==> src/rtl/core/sqtg_pkg.sv <==
// ----------------------------------------------------------------------------
// sqtg_pkg
// Shared types and constants of the square-wave tone generator: request
// codes, field widths, divider and budget pipeline sizing, and the
// control/status structs.
// ----------------------------------------------------------------------------
package sqtg_pkg;

	// Field widths of an item
	localparam int REQ_W  = 2;
	localparam int PIN_W  = 7;
	localparam int FREQ_W = 16;
	localparam int MS_W   = 32;
	localparam int CLK_W  = 32;
	localparam int CNT_W  = 32;

	// Packed stream widths, rounded up to whole bytes
	localparam int IN_FIELDS_W  = PIN_W + FREQ_W + MS_W;
	localparam int IN_DATA_W    = ((IN_FIELDS_W + 7) / 8) * 8;
	localparam int OUT_FIELDS_W = 2 + PIN_W;
	localparam int OUT_DATA_W   = ((OUT_FIELDS_W + 7) / 8) * 8;

	// Request codes carried in tuser
	localparam logic [REQ_W-1:0] REQ_TICK  = 2'd0;
	localparam logic [REQ_W-1:0] REQ_START = 2'd1;
	localparam logic [REQ_W-1:0] REQ_STOP  = 2'd2;

	// Reset value of the tick frequency register
	localparam logic [CLK_W-1:0] CLK_HZ_RESET = 32'd12000000;

	// Toggle budget that never runs out, and the ceiling of a computed budget
	localparam logic [CNT_W-1:0] TONE_FOREVER = {CNT_W{1'b1}};
	localparam logic [CNT_W-1:0] TONE_MAX     = TONE_FOREVER - 1'b1;

	// Match divider: clk_hz / (2 * freq)
	localparam int DIV_W     = CLK_W;
	localparam int DIVR_W    = FREQ_W + 1;
	localparam int DIV_CNT_W = $clog2(DIV_W);
	localparam logic [DIV_CNT_W-1:0] DIV_LAST = DIV_CNT_W'(DIV_W - 1);

	// Toggle budget 2 * freq * ms / 1000, formed as freq * ms / 500. A division
	// by 500 is a shift by two followed by a reciprocal multiply for 125, which
	// is exact for any dividend below 2^30.
	localparam int                 RECIP_W   = 31;
	localparam logic [RECIP_W-1:0] RECIP_125 = 31'd1099511628;
	localparam int                 RECIP_SH  = 37;
	localparam int                 DUR_Q_W   = 24;   // ms / 500
	localparam int                 DUR_R_W   = 9;    // ms % 500
	localparam logic [MS_W-1:0]    DUR_DIV   = 32'd500;
	localparam int                 FA_W      = FREQ_W + DUR_Q_W;
	localparam int                 FB_W      = FREQ_W + DUR_R_W;
	localparam int                 MS_PROD_W = MS_W - 2 + RECIP_W;
	localparam int                 FB_PROD_W = FB_W - 2 + RECIP_W;
	localparam int                 TOG_W     = FA_W + 1;

	typedef struct packed {
		logic step;       // apply a tick, stop or ignored request at once
		logic capture;    // hold the fields of a start request
		logic div_start;  // launch the match divider
		logic half_save;  // keep the clock quotient
		logic commit;     // load the new tone and its result
	} sqtg_cmd_t;

	typedef struct packed {
		logic freq_nz;    // frequency field of the offered item is nonzero
		logic div_done;   // divider finishes its last step this cycle
	} sqtg_status_t;

endpackage

==> src/rtl/core/sqtg_div.sv <==
// ----------------------------------------------------------------------------
// sqtg_div
// Restoring divider, one quotient bit per cycle, used for the match value
// computation.
// ----------------------------------------------------------------------------
module sqtg_div (
	input  logic                      clk,
	input  logic                      arst_n,
	input  logic                      start,
	input  logic [sqtg_pkg::DIV_W-1:0]  dividend,
	input  logic [sqtg_pkg::DIVR_W-1:0] divisor,
	output logic                      done,
	output logic [sqtg_pkg::DIV_W-1:0]  quotient
);
	import sqtg_pkg::*;

	logic [DIV_W-1:0]     dq_q;
	logic [DIVR_W-1:0]    rem_q;
	logic [DIVR_W-1:0]    dvs_q;
	logic [DIV_CNT_W-1:0] cnt_q;
	logic                 busy_q;
	logic [DIVR_W:0]      trial;
	logic [DIVR_W:0]      diff;

	// The partial remainder stays below the divisor, so bit DIVR_W of the
	// difference is a clean borrow flag.
	assign trial = {rem_q, dq_q[DIV_W-1]};
	assign diff  = trial - {1'b0, dvs_q};

	always_ff @(posedge clk or negedge arst_n) begin
		if (!arst_n) begin
			busy_q <= 1'b0;
			cnt_q  <= '0;
		end else if (start) begin
			busy_q <= 1'b1;
			cnt_q  <= DIV_LAST;
		end else if (busy_q) begin
			if (cnt_q == '0) begin
				busy_q <= 1'b0;
			end else begin
				cnt_q <= cnt_q - 1'b1;
			end
		end
	end

	always_ff @(posedge clk) begin
		if (start) begin
			dq_q  <= dividend;
			dvs_q <= divisor;
			rem_q <= '0;
		end else if (busy_q) begin
			if (!diff[DIVR_W]) begin
				rem_q <= diff[DIVR_W-1:0];
				dq_q  <= {dq_q[DIV_W-2:0], 1'b1};
			end else begin
				rem_q <= trial[DIVR_W-1:0];
				dq_q  <= {dq_q[DIV_W-2:0], 1'b0};
			end
		end
	end

	assign done     = busy_q && (cnt_q == '0);
	assign quotient = dq_q;

endmodule

==> src/rtl/core/sqtg_dp.sv <==
// ----------------------------------------------------------------------------
// sqtg_dp
// Datapath: tone state, tick frequency register, match divider, toggle
// budget pipeline and the result register.
// ----------------------------------------------------------------------------
module sqtg_dp (
	input  logic                          clk,
	input  logic                          arst_n,
	input  logic                          cfg_we,
	input  logic [sqtg_pkg::CLK_W-1:0]     cfg_wdata,
	input  logic [sqtg_pkg::IN_DATA_W-1:0] s_tdata,
	input  logic [sqtg_pkg::REQ_W-1:0]     s_tuser,
	input  sqtg_pkg::sqtg_cmd_t            cmd,
	output sqtg_pkg::sqtg_status_t         status,
	output logic [sqtg_pkg::OUT_DATA_W-1:0] m_tdata
);
	import sqtg_pkg::*;

	// Fields of the offered item
	logic [PIN_W-1:0]  in_pin;
	logic [FREQ_W-1:0] in_freq;
	logic [MS_W-1:0]   in_ms;

	assign in_pin  = s_tdata[PIN_W-1:0];
	assign in_freq = s_tdata[PIN_W+FREQ_W-1:PIN_W];
	assign in_ms   = s_tdata[IN_FIELDS_W-1:PIN_W+FREQ_W];

	// Tone state
	logic [CLK_W-1:0] clk_hz_q;
	logic [CNT_W-1:0] tick_q;
	logic [CNT_W-1:0] match_q;
	logic [CNT_W-1:0] toggles_q;
	logic             level_q;
	logic             running_q;
	logic             assigned_q;
	logic [PIN_W-1:0] pin_q;

	// Start request working registers
	logic [PIN_W-1:0]  new_pin_q;
	logic [FREQ_W-1:0] freq_q;
	logic [MS_W-1:0]   ms_q;
	logic [CNT_W-1:0]  half_q;
	logic [OUT_FIELDS_W-1:0] out_q;

	// Divider hookup
	logic [DIV_W-1:0]  div_dividend;
	logic [DIVR_W-1:0] div_divisor;
	logic [DIV_W-1:0]  div_quot;
	logic              div_done;

	assign div_dividend = clk_hz_q;
	assign div_divisor  = {freq_q, 1'b0};

	sqtg_div u_div (
		.clk      (clk),
		.arst_n   (arst_n),
		.start    (cmd.div_start),
		.dividend (div_dividend),
		.divisor  (div_divisor),
		.done     (div_done),
		.quotient (div_quot)
	);

	assign status.freq_nz  = (in_freq != '0);
	assign status.div_done = div_done;

	// Toggle budget pipeline. With ms = 500 * q + r the budget is
	// freq * q + (freq * r) / 500. It runs freely from the captured fields,
	// through registers s1 to s4, and settles well inside the divider's run.
	logic [MS_PROD_W-1:0] ms_prod;
	logic [MS_W-1:0]      ms_rem;
	logic [FB_PROD_W-1:0] fb_prod;
	logic [DUR_Q_W-1:0]   durq_s1;
	logic [DUR_R_W-1:0]   durr_s2;
	logic [FA_W-1:0]      fa_s2;
	logic [FA_W-1:0]      fa_s3;
	logic [FB_W-1:0]      fb_s3;
	logic [FA_W-1:0]      fa_s4;
	logic [FREQ_W-1:0]    fbq_s4;

	assign ms_prod = MS_PROD_W'(ms_q[MS_W-1:2]) * MS_PROD_W'(RECIP_125);
	assign ms_rem  = ms_q - MS_W'(durq_s1) * DUR_DIV;
	assign fb_prod = FB_PROD_W'(fb_s3[FB_W-1:2]) * FB_PROD_W'(RECIP_125);

	always_ff @(posedge clk) begin
		durq_s1 <= ms_prod[RECIP_SH+DUR_Q_W-1:RECIP_SH];
		durr_s2 <= ms_rem[DUR_R_W-1:0];
		fa_s2   <= FA_W'(freq_q) * FA_W'(durq_s1);
		fb_s3   <= FB_W'(freq_q) * FB_W'(durr_s2);
		fa_s3   <= fa_s2;
		fbq_s4  <= fb_prod[RECIP_SH+FREQ_W-1:RECIP_SH];
		fa_s4   <= fa_s3;
	end

	// Next state for a tick or stop applied at once
	logic [CNT_W-1:0] tick_nxt;
	logic [CNT_W-1:0] toggles_nxt;
	logic             level_nxt;
	logic             running_nxt;

	always_comb begin
		tick_nxt    = tick_q;
		toggles_nxt = toggles_q;
		level_nxt   = level_q;
		running_nxt = running_q;
		case (s_tuser)
			REQ_TICK: begin
				if (running_q && assigned_q) begin
					if (tick_q < match_q) begin
						tick_nxt = tick_q + 1'b1;
					end else begin
						tick_nxt = '0;
						if (toggles_q == '0) begin
							running_nxt = 1'b0;
							level_nxt   = 1'b0;
						end else begin
							if (toggles_q != TONE_FOREVER) begin
								toggles_nxt = toggles_q - 1'b1;
							end
							level_nxt = ~level_q;
						end
					end
				end
			end
			REQ_STOP: begin
				if (assigned_q && (in_pin == pin_q)) begin
					running_nxt = 1'b0;
					level_nxt   = 1'b0;
				end
			end
			default: begin
			end
		endcase
	end

	// Match value and toggle budget of a finished start
	logic [CNT_W-1:0] match_new;
	logic [CNT_W-1:0] toggles_new;
	logic [TOG_W-1:0] tog_sum;
	logic             tog_sat;

	assign match_new = (half_q == '0) ? '0 : half_q - 1'b1;
	assign tog_sum   = TOG_W'(fa_s4) + TOG_W'(fbq_s4);
	assign tog_sat   = (tog_sum >= TOG_W'(TONE_FOREVER));

	always_comb begin
		if (ms_q == '0) begin
			toggles_new = TONE_FOREVER;
		end else if (tog_sat) begin
			toggles_new = TONE_MAX;
		end else begin
			toggles_new = tog_sum[CNT_W-1:0];
		end
	end

	always_ff @(posedge clk or negedge arst_n) begin
		if (!arst_n) begin
			clk_hz_q   <= CLK_HZ_RESET;
			tick_q     <= '0;
			match_q    <= '0;
			toggles_q  <= '0;
			level_q    <= 1'b0;
			running_q  <= 1'b0;
			assigned_q <= 1'b0;
			pin_q      <= '0;
		end else begin
			if (cfg_we) begin
				clk_hz_q <= cfg_wdata;
			end
			if (cmd.step) begin
				tick_q    <= tick_nxt;
				toggles_q <= toggles_nxt;
				level_q   <= level_nxt;
				running_q <= running_nxt;
			end else if (cmd.commit) begin
				tick_q     <= '0;
				match_q    <= match_new;
				toggles_q  <= toggles_new;
				level_q    <= 1'b0;
				running_q  <= 1'b1;
				assigned_q <= 1'b1;
				pin_q      <= new_pin_q;
			end
		end
	end

	always_ff @(posedge clk) begin
		if (cmd.capture) begin
			new_pin_q <= in_pin;
			freq_q    <= in_freq;
			ms_q      <= in_ms;
		end
		if (cmd.half_save) begin
			half_q <= div_quot[CNT_W-1:0];
		end
		if (cmd.step) begin
			out_q <= {pin_q, running_nxt, level_nxt};
		end else if (cmd.commit) begin
			out_q <= {new_pin_q, 1'b1, 1'b0};
		end
	end

	assign m_tdata = {{(OUT_DATA_W-OUT_FIELDS_W){1'b0}}, out_q};

endmodule

==> src/rtl/core/sqtg_ctrl.sv <==
// ----------------------------------------------------------------------------
// sqtg_ctrl
// Controller: handshakes, result valid flag and the sequence that turns a
// start request into a match value and toggle budget.
// ----------------------------------------------------------------------------
module sqtg_ctrl (
	input  logic                      clk,
	input  logic                      arst_n,
	input  logic                      s_tvalid,
	input  logic [sqtg_pkg::REQ_W-1:0] s_tuser,
	output logic                      s_tready,
	output logic                      m_tvalid,
	input  logic                      m_tready,
	input  sqtg_pkg::sqtg_status_t     status,
	output sqtg_pkg::sqtg_cmd_t        cmd
);
	import sqtg_pkg::*;

	localparam logic [2:0] ST_IDLE    = 3'd0;
	localparam logic [2:0] ST_LAUNCH  = 3'd1;
	localparam logic [2:0] ST_DIV_CLK = 3'd2;
	localparam logic [2:0] ST_SAVE    = 3'd3;
	localparam logic [2:0] ST_FIN     = 3'd4;

	logic [2:0] state_q;
	logic [2:0] state_nxt;
	logic       m_valid_q;
	logic       slot_free;
	logic       accept;
	logic       load_out;

	assign slot_free = !m_valid_q || m_tready;
	assign s_tready  = (state_q == ST_IDLE) && slot_free;
	assign accept    = s_tvalid && s_tready;
	assign m_tvalid  = m_valid_q;

	always_comb begin
		cmd       = '0;
		state_nxt = state_q;
		load_out  = 1'b0;
		case (state_q)
			ST_IDLE: begin
				if (accept) begin
					if ((s_tuser == REQ_START) && status.freq_nz) begin
						cmd.capture = 1'b1;
						state_nxt   = ST_LAUNCH;
					end else begin
						cmd.step = 1'b1;
						load_out = 1'b1;
					end
				end
			end
			ST_LAUNCH: begin
				cmd.div_start = 1'b1;
				state_nxt     = ST_DIV_CLK;
			end
			ST_DIV_CLK: begin
				if (status.div_done) begin
					state_nxt = ST_SAVE;
				end
			end
			ST_SAVE: begin
				cmd.half_save = 1'b1;
				state_nxt     = ST_FIN;
			end
			ST_FIN: begin
				if (slot_free) begin
					cmd.commit = 1'b1;
					load_out   = 1'b1;
					state_nxt  = ST_IDLE;
				end
			end
			default: begin
				state_nxt = ST_IDLE;
			end
		endcase
	end

	always_ff @(posedge clk or negedge arst_n) begin
		if (!arst_n) begin
			state_q   <= ST_IDLE;
			m_valid_q <= 1'b0;
		end else begin
			state_q <= state_nxt;
			if (load_out) begin
				m_valid_q <= 1'b1;
			end else if (m_tready) begin
				m_valid_q <= 1'b0;
			end
		end
	end

endmodule

==> src/rtl/core/square_wave_tone_generator.sv <==
// ----------------------------------------------------------------------------
// square_wave_tone_generator
// Timer-match square-wave tone generator driven by a stream of tick, start
// and stop items, one status item returned for each.
// ----------------------------------------------------------------------------
// Usage:
// Each input item carries a request kind in s_tuser (tick, start, stop) and
// the pin, frequency and duration in s_tdata. Every accepted item yields
// exactly one result item on the master side, giving the pin level, whether
// the tone runs, and the assigned pin, as they stand after the request.
// Ticks, stops and ignored requests return their result in the cycle after
// acceptance, and a new item may be accepted every cycle while the receiver
// takes each result, so a tick stream can run at full clock rate.
// A start with a nonzero frequency passes a launch state, 32 steps of the
// one-bit-per-cycle divider for the match value, a state to keep the
// quotient and a commit state that waits for a free result slot. The
// toggle budget comes from a short multiplier pipeline that finishes while
// the divider runs. No input item is accepted meanwhile.
// The user writes the tick frequency register through cfg_we / cfg_wdata
// only while the block is idle (not enforced); reset loads it with 12 MHz.
// Reset clears all tone state: no pin assigned, output low, timer stopped.
// When the receiver stalls, the result register holds its item and the
// input side stops accepting until that item has been taken.
// ----------------------------------------------------------------------------
module square_wave_tone_generator (
	input  logic                           clk,
	input  logic                           arst_n,
	// Tick frequency register
	input  logic                           cfg_we,
	input  logic [sqtg_pkg::CLK_W-1:0]      cfg_wdata,
	// Request stream
	input  logic                           s_tvalid,
	output logic                           s_tready,
	// From bit 0: pin_index[6:0], tone_freq_hz[22:7], duration_ms[54:23], zero
	input  logic [sqtg_pkg::IN_DATA_W-1:0]  s_tdata,
	// req_type[1:0]
	input  logic [sqtg_pkg::REQ_W-1:0]      s_tuser,
	// Status stream
	output logic                           m_tvalid,
	input  logic                           m_tready,
	// From bit 0: pin_level[0], tone_running[1], active_pin[8:2], zero
	output logic [sqtg_pkg::OUT_DATA_W-1:0] m_tdata
);
	import sqtg_pkg::*;

	sqtg_cmd_t    cmd;
	sqtg_status_t status;

	// The controller sequences start requests and owns both handshakes.
	sqtg_ctrl u_ctrl (
		.clk      (clk),
		.arst_n   (arst_n),
		.s_tvalid (s_tvalid),
		.s_tuser  (s_tuser),
		.s_tready (s_tready),
		.m_tvalid (m_tvalid),
		.m_tready (m_tready),
		.status   (status),
		.cmd      (cmd)
	);

	// The datapath holds the tone state, arithmetic and the result register.
	sqtg_dp u_dp (
		.clk       (clk),
		.arst_n    (arst_n),
		.cfg_we    (cfg_we),
		.cfg_wdata (cfg_wdata),
		.s_tdata   (s_tdata),
		.s_tuser   (s_tuser),
		.cmd       (cmd),
		.status    (status),
		.m_tdata   (m_tdata)
	);

endmodule
==> config.mk <==
export PLATFORM = sky130hd
export DESIGN_NAME = square_wave_tone_generator
export DESIGN_NICKNAME = d
export VERILOG_FILES = /design/src/rtl/core/sqtg_pkg.sv /design/src/rtl/core/sqtg_div.sv /design/src/rtl/core/sqtg_dp.sv /design/src/rtl/core/sqtg_ctrl.sv /design/src/rtl/core/square_wave_tone_generator.sv
export SDC_FILE = /design/constraint.sdc
export NUM_CORES = 2
export LEC_CHECK = 0
export ABC_CLOCK_PERIOD_IN_PS = 8100
export BUFFER_PORTS_ARGS = -buffer_cell sky130_fd_sc_hd__buf_4
export CAP_MARGIN = 5
export CORE_MARGIN = 4
export CORE_UTILIZATION = 40
export CTS_BUF_LIST = sky130_fd_sc_hd__clkbuf_16
export CTS_CLUSTER_DIAMETER = 100
export DETAILED_ROUTE_END_ITERATION = 7
export PLACE_DENSITY = 0.52
export SYNTH_ARGS = -nofsm -noshare
export SYNTH_HDL_FRONTEND = slang
export SYNTH_SLANG_ARGS = --single-unit
export TNS_END_PERCENT = 10
==> constraint.sdc <==
create_clock -name clk -period 8.1 [get_ports clk]
set_input_delay 1.62 -clock clk [delete_from_list [all_inputs] [get_ports clk]]
set_output_delay 1.62 -clock clk [all_outputs]
set_load 0.1 [all_outputs]
Yosys cells after proc, flatten, opt, wreduce, memory -nomap -nowiden
Index checks and enable logic that the tools add are counted.
{ "word_totals": {"register_bits": 503, "latchBits": 0, "mem_bits_rw": 0, "mem_bits_ro": 0, "in_bits": 95, "output_inout_bits": 18, "mem_count": 0} }
{ "op_classes": {"addsub": 7, "mul": 5, "div_mod_pow": 0, "magnitude_cmp": 2, "n_eq_ne": 18, "shift": 0, "n_mux": 58, "n_bitwise": 2, "n_reduce_logical": 23} }
{ "ops": {"columns": ["operator", "n"], "rows": [
  ["32-bit two-way mux", 17],
  ["32-bit zero test", 3],
  ["32-bit by 1-bit subtractor with 32-bit output, second input constant", 2],
  ["30-bit by 29-bit multiplier with 59-bit output, second input constant", 1],
  ["23-bit by 29-bit multiplier with 51-bit output, second input constant", 1],
  ["40-bit by 16-bit adder with 41-bit output", 1],
  ["41-bit by 32-bit greater-or-equal comparator with 1-bit output, second input constant", 1],
  ["16-bit by 24-bit multiplier with 40-bit output", 1],
  ["32-bit by 1-bit adder with 32-bit output, second input constant", 1],
  ["32-bit less-than comparator", 1],
  ["32-bit inequality test, second input constant", 1],
  ["16-bit by 9-bit multiplier with 25-bit output", 1],
  ["1-bit two-way mux", 25],
  ["24-bit by 7-bit multiplier with 7-bit output, second input constant", 1],
  ["9-bit two-way mux", 2],
  ["18-bit by 17-bit subtractor with 18-bit output", 1],
  ["17-bit two-way mux", 1],
  ["16-bit nonzero test", 1],
  ["5-bit two-way mux", 3],
  ["3-bit one-hot mux with 5 select lines", 1],
  ["3-bit two-way mux", 4],
  ["2-bit by 1-bit inequality test with 1-bit output, second input constant", 6],
  ["9-bit subtractor", 1],
  ["2-bit inequality test, second input constant", 4],
  ["21 further kinds", 34]
]} }

Logic depth before layout (Yosys ltp)
{ "depth": {"depth_word": 8, "mapped_depth": 26, "ltp_nobuf": 26} }

By module
From an unflattened synthesis, not the netlist that was laid out.
{ "unflattened": {"hier_cells": 6037, "hier_area_um2": 60138.9} }
{ "modules_own_cells": {"columns": ["mod", "instances", "cells_per_inst", "area_each_um2"], "rows": [
  ["sqtg_dp", 1, 5635, 55871.1],
  ["sqtg_div", 1, 375, 4010.1],
  ["sqtg_ctrl", 1, 27, 257.7]
]} }

Worst setup path after synthesis
OpenSTA, ideal clock, no wires.
{ "synth_path": {"path_type": "reg-to-reg", "startpoint": "register u_dp.ms_q[14]", "endpoint": "register u_dp.durq_s1[22]", "setup_time_ps": 76, "arrival_time_ps": 6922, "t_required_ps": 8024, "path_slack_ps": 1102, "path_stages_with_launch": 25, "n_path_buf": 0, "cell_sequence": "edfxtp_1 inv_1 ha_1 fa_1 fa_1 inv_1 fa_1 inv_1 fa_1 fa_1 fa_1 inv_1 fa_1 inv_1 ha_1 a21o_1 a21o_1 a2111oi_0 o21ai_0 a211oi_1 nand3b_1 a311oi_1 o211ai_1 a41oi_1 a21boi_0"} }
{ "synth_via": {"elab_chain_cells": 1} }
{ "synth_rtl": {"columns": ["item", "line_no", "rtl"], "rows": [
  ["from (decl)", "sqtg_dp.sv:41", "logic [MS_W-1:0] ms_q;"],
  ["from (signal assigned)", "sqtg_dp.sv:191", "ms_q <= in_ms;"],
  ["30-bit by 29-bit multiplier with 59-bit output", "sqtg_dp.sv:81", "assign ms_prod = MS_PROD_W'(ms_q[MS_W-1:2]) * MS_PROD_W'(RECIP_125);"],
  ["via u_dp.ms_prod[59]", "sqtg_dp.sv:70", "logic [MS_PROD_W-1:0] ms_prod;"],
  ["to (signal assigned)", "sqtg_dp.sv:86", "durq_s1 <= ms_prod[RECIP_SH+DUR_Q_W-1:RECIP_SH];"],
  ["to (decl)", "sqtg_dp.sv:73", "logic [DUR_Q_W-1:0] durq_s1;"]
]} }
The timed path passes the listed nets, and every way through them passes these cells.
A chain may end at the register's enable or synchronous reset.

Worst setup path after layout
{ "layout_path": {"startpoint": "register u_dp.ms_q[15]", "endpoint": "register u_dp.durq_s1[22]"} }
Same word-level chain as after synthesis.

==> results.cfg <==
[run_status]
outcome = completed

[place]
gp_congestion = 0.879
post-dp-hpwl_um = 124000
post_dp_cell_area_mm2 = 0.0632
io_buffers = 104
place_ws_ps = 195

[route]
wirelength_um = 153000
drc = 0
drtPass1Iterations = 5
vias = 40931
viasPerCell = 4.99
wire_per_inst_um = 18.6
ant_nets = 0
drtIter0Drc = 2139

[synthesis]
async_flop_share = 0.295
synth_simple_gate_area_frac = 0.109
synth.cell_area_mm2 = 0.0597
yosys.area.top_type = fa_1
synthMuxAreaShare = 0.00944
ys_types = 81
synthAdderAreaFrac = 0.481
yosysMostFrequentCell = inv_1
synth-compound-area-share = 0.0679
synthTopCellsByCount = inv_1, fa_1, ha_1
synth_top_cell_area_share = 0.296
synth-edff-count = 144
synthXorXnorAreaFrac = 0.0276
netlist_top_cells_area = fa_1, ha_1, inv_1
synth_top_family_by_area = adder cells
synth_warnings = 0
seq_area_frac_synth = 0.205
avgSynthCellArea_um2 = 9.82
synth_seq_cells = 501
syn_inst = 6079
synth_ff_type = dfxtp_1

[clock_tree]
hold_buffers = 0
htreeDepth = 2
clk_pin_slew_worst_paths_ps = 70
cts_tree = yes
cts_buffers = 59
cts_resized = 0
cts.path.max_buffers = 3
clock_sinks = 501
cts_setup_buffers = 0
worstSkewPairLatency_ps = 680
root_buffer = clkbuf_16

[floorplan]
die_w_um = 394
core_area_mm2 = 0.148
ios = 113
initial_core_util = 0.403
num_rows = 141
dieHeight_um = 394
dieArea_mm2 = 0.155

[setup_path]
reg2regPathDepth = 25
crit_type = flop to flop
endpoint_kind = flop
worst-path-max-fanout = 9
r2r_setup_slack_ps = 480
crit-reg2reg-capture = u_dp.durq_s1[22]
cp.required_ps = 8690
startpoint_type = flop
worstPathArrival_ps = 8210
rr_startpoint = u_dp.ms_q[15]

[final_layout]
multi_input_area_mm2 = 0.0415
n_fill_cell = 14254
regArea_mm2 = 0.0122
postLayoutCoreUtil = 0.441
area_delta_synth_final_pct = 9.42
layout-drive-gt1-share = 0.0656
nets = 8077
fin_area_mm2 = 0.0653

[sta]
relSlewSlack = 0.201
layout_setup_ws_ps = 484
rsz0062_at_grt = false
post-route-min-period_ps = 7620
finalHoldViolations = 0
setup-violations-final = 0
tns_ps = 0
skew_ps = 50.8
slew_viol_final = 0
worstMarginPinSlew_ps = 1190
fmax_mhz = 131
period_share = 0.940

[grt]
grt_pass1_wl_um = 249000
grt_antenna_before_repair = 4
globalRouteOverflowTotal = 0
grt_start_max_net_pins = 93
grt_pass1_vias = 44324
grt_use_total = 0.202

[flow_run]
cap_violations = 0

[min_path]
hold_depth = 0
hold_path.class = flop to flop
min_from = u_dp.fa_s3[4]
hold_end = u_dp.fa_s4[4]
## sequential cells by signal (all words and copies together) (netlist names), 17 cells and up
register             flops
u_dp.fb_s3              23
u_dp.half_q             32
u_dp.u_div.quotient     32
u_dp.match_q            32
u_dp.u_div.rem_q        17
u_dp.fa_s2              40
u_dp.toggles_q          32
u_dp.durq_s1            24
u_dp.fa_s3              40
u_dp.ms_q               32
u_dp.tick_q             32
u_dp.clk_hz_q           32
u_dp.fa_s4              40
## metal layers
layer	GRT usage	share of wire	up-vias
met5	0	0.000085	-
met2	0.342	0.47	770
met4	0.0414	0.021	2
li1	-	-	19511
met1	0.275	0.46	20481
met3	0.0291	0.045	167
## critical path, cell delays in order, from the launching register on
cell and delay, ps:
edfxtp_1 430, buf_4 230, ha_1 360, fa_1 400
fa_1 490, inv_1 50, fa_1 480, inv_1 50
fa_1 480, fa_1 500, fa_1 510, inv_1 50
fa_1 470, inv_1 40, ha_1 300, a21o_1 160
a21o_1 160, a2111oi_0 410, o21ai_0 190, a211oi_2 430
nand3b_1 230, a311oi_1 260, buf_4 180, o211ai_1 150
a41oi_1 300, a21boi_0 230
## how the worst max path moves through the flow
stage	start	end	cells after the start
6_report	u_dp.ms_q[15]	u_dp.durq_s1[22]	25
5_1_grt	u_dp.ms_q[12]	u_dp.durq_s1[22]	25
4_1_cts	u_dp.ms_q[9]	u_dp.durq_s1[22]	26
3_5_place_dp	u_dp.ms_q[13]	u_dp.durq_s1[22]	25
3_3_place_gp	u_dp.ms_q[13]	u_dp.durq_s1[22]	25
2_1_floorplan	u_dp.ms_q[14]	u_dp.durq_s1[22]	24
## cells by family after synthesis
group | after synthesis
multiplexers | 52
AND/OR/NAND/NOR | 1355
flip-flops | 501
other | 1
XOR/XNOR | 188
buffers and inverters | 1576
AO/OA/AOI/OAI | 642
adder cells (fa/ha/maj) | 1764
## per-stage QoR
stage,hold slack (ps),std cells
after CTS,282,8199
after global placement,312,8087
after detailed placement,312,8087
after floorplan,310,6085
final,286,8200
after global routing,294,8199
## placed cells by master, fill, tap and decap left out, types with 10 or more instances in the layout
cell	Yosys	layout
and3_1	30	29
nor4_1	26	26
clkinv_2	0	12
a21oi_1	181	180
nand3_1	62	62
xor2_1	60	60
o21bai_1	13	13
o41ai_1	11	10
nand2b_1	35	35
mux2i_1	18	18
fa_1	882	882
ha_1	882	882
buf_4	8	224
mux2_2	34	34
a211oi_1	27	26
o31ai_1	21	21
nand2_1	628	628
nor3_1	59	59
a21o_1	59	59
nand4_1	47	47
a31oi_1	11	11
a221oi_1	10	10
or2_2	13	13
o21ai_0	140	140
edfxtp_1	144	144
nor2b_1	34	34
xnor2_1	128	127
inv_1	1421	1424
o21a_1	20	20
dfstp_2	10	10
and2_1	191	191
or3_1	26	26
clkbuf_16	0	63
o211ai_1	16	16
o22ai_1	55	55
dfrtp_1	138	138
nor2_1	149	148
dfxtp_1	209	209
## layout make-up
cell class,instances,area share
inverters,1422,0.0817
multi-input cells,4008,0.636
repair buffers,226,0.0262
diodes,1,0.0000383
well taps,1930,0.0370
flip-flops and latches,501,0.187
clock inverters,49,0.00745
clock buffers,63,0.0241
Power is not shown: default switching activity piles up to over one toggle a cycle in this logic, so the estimate is an artifact.
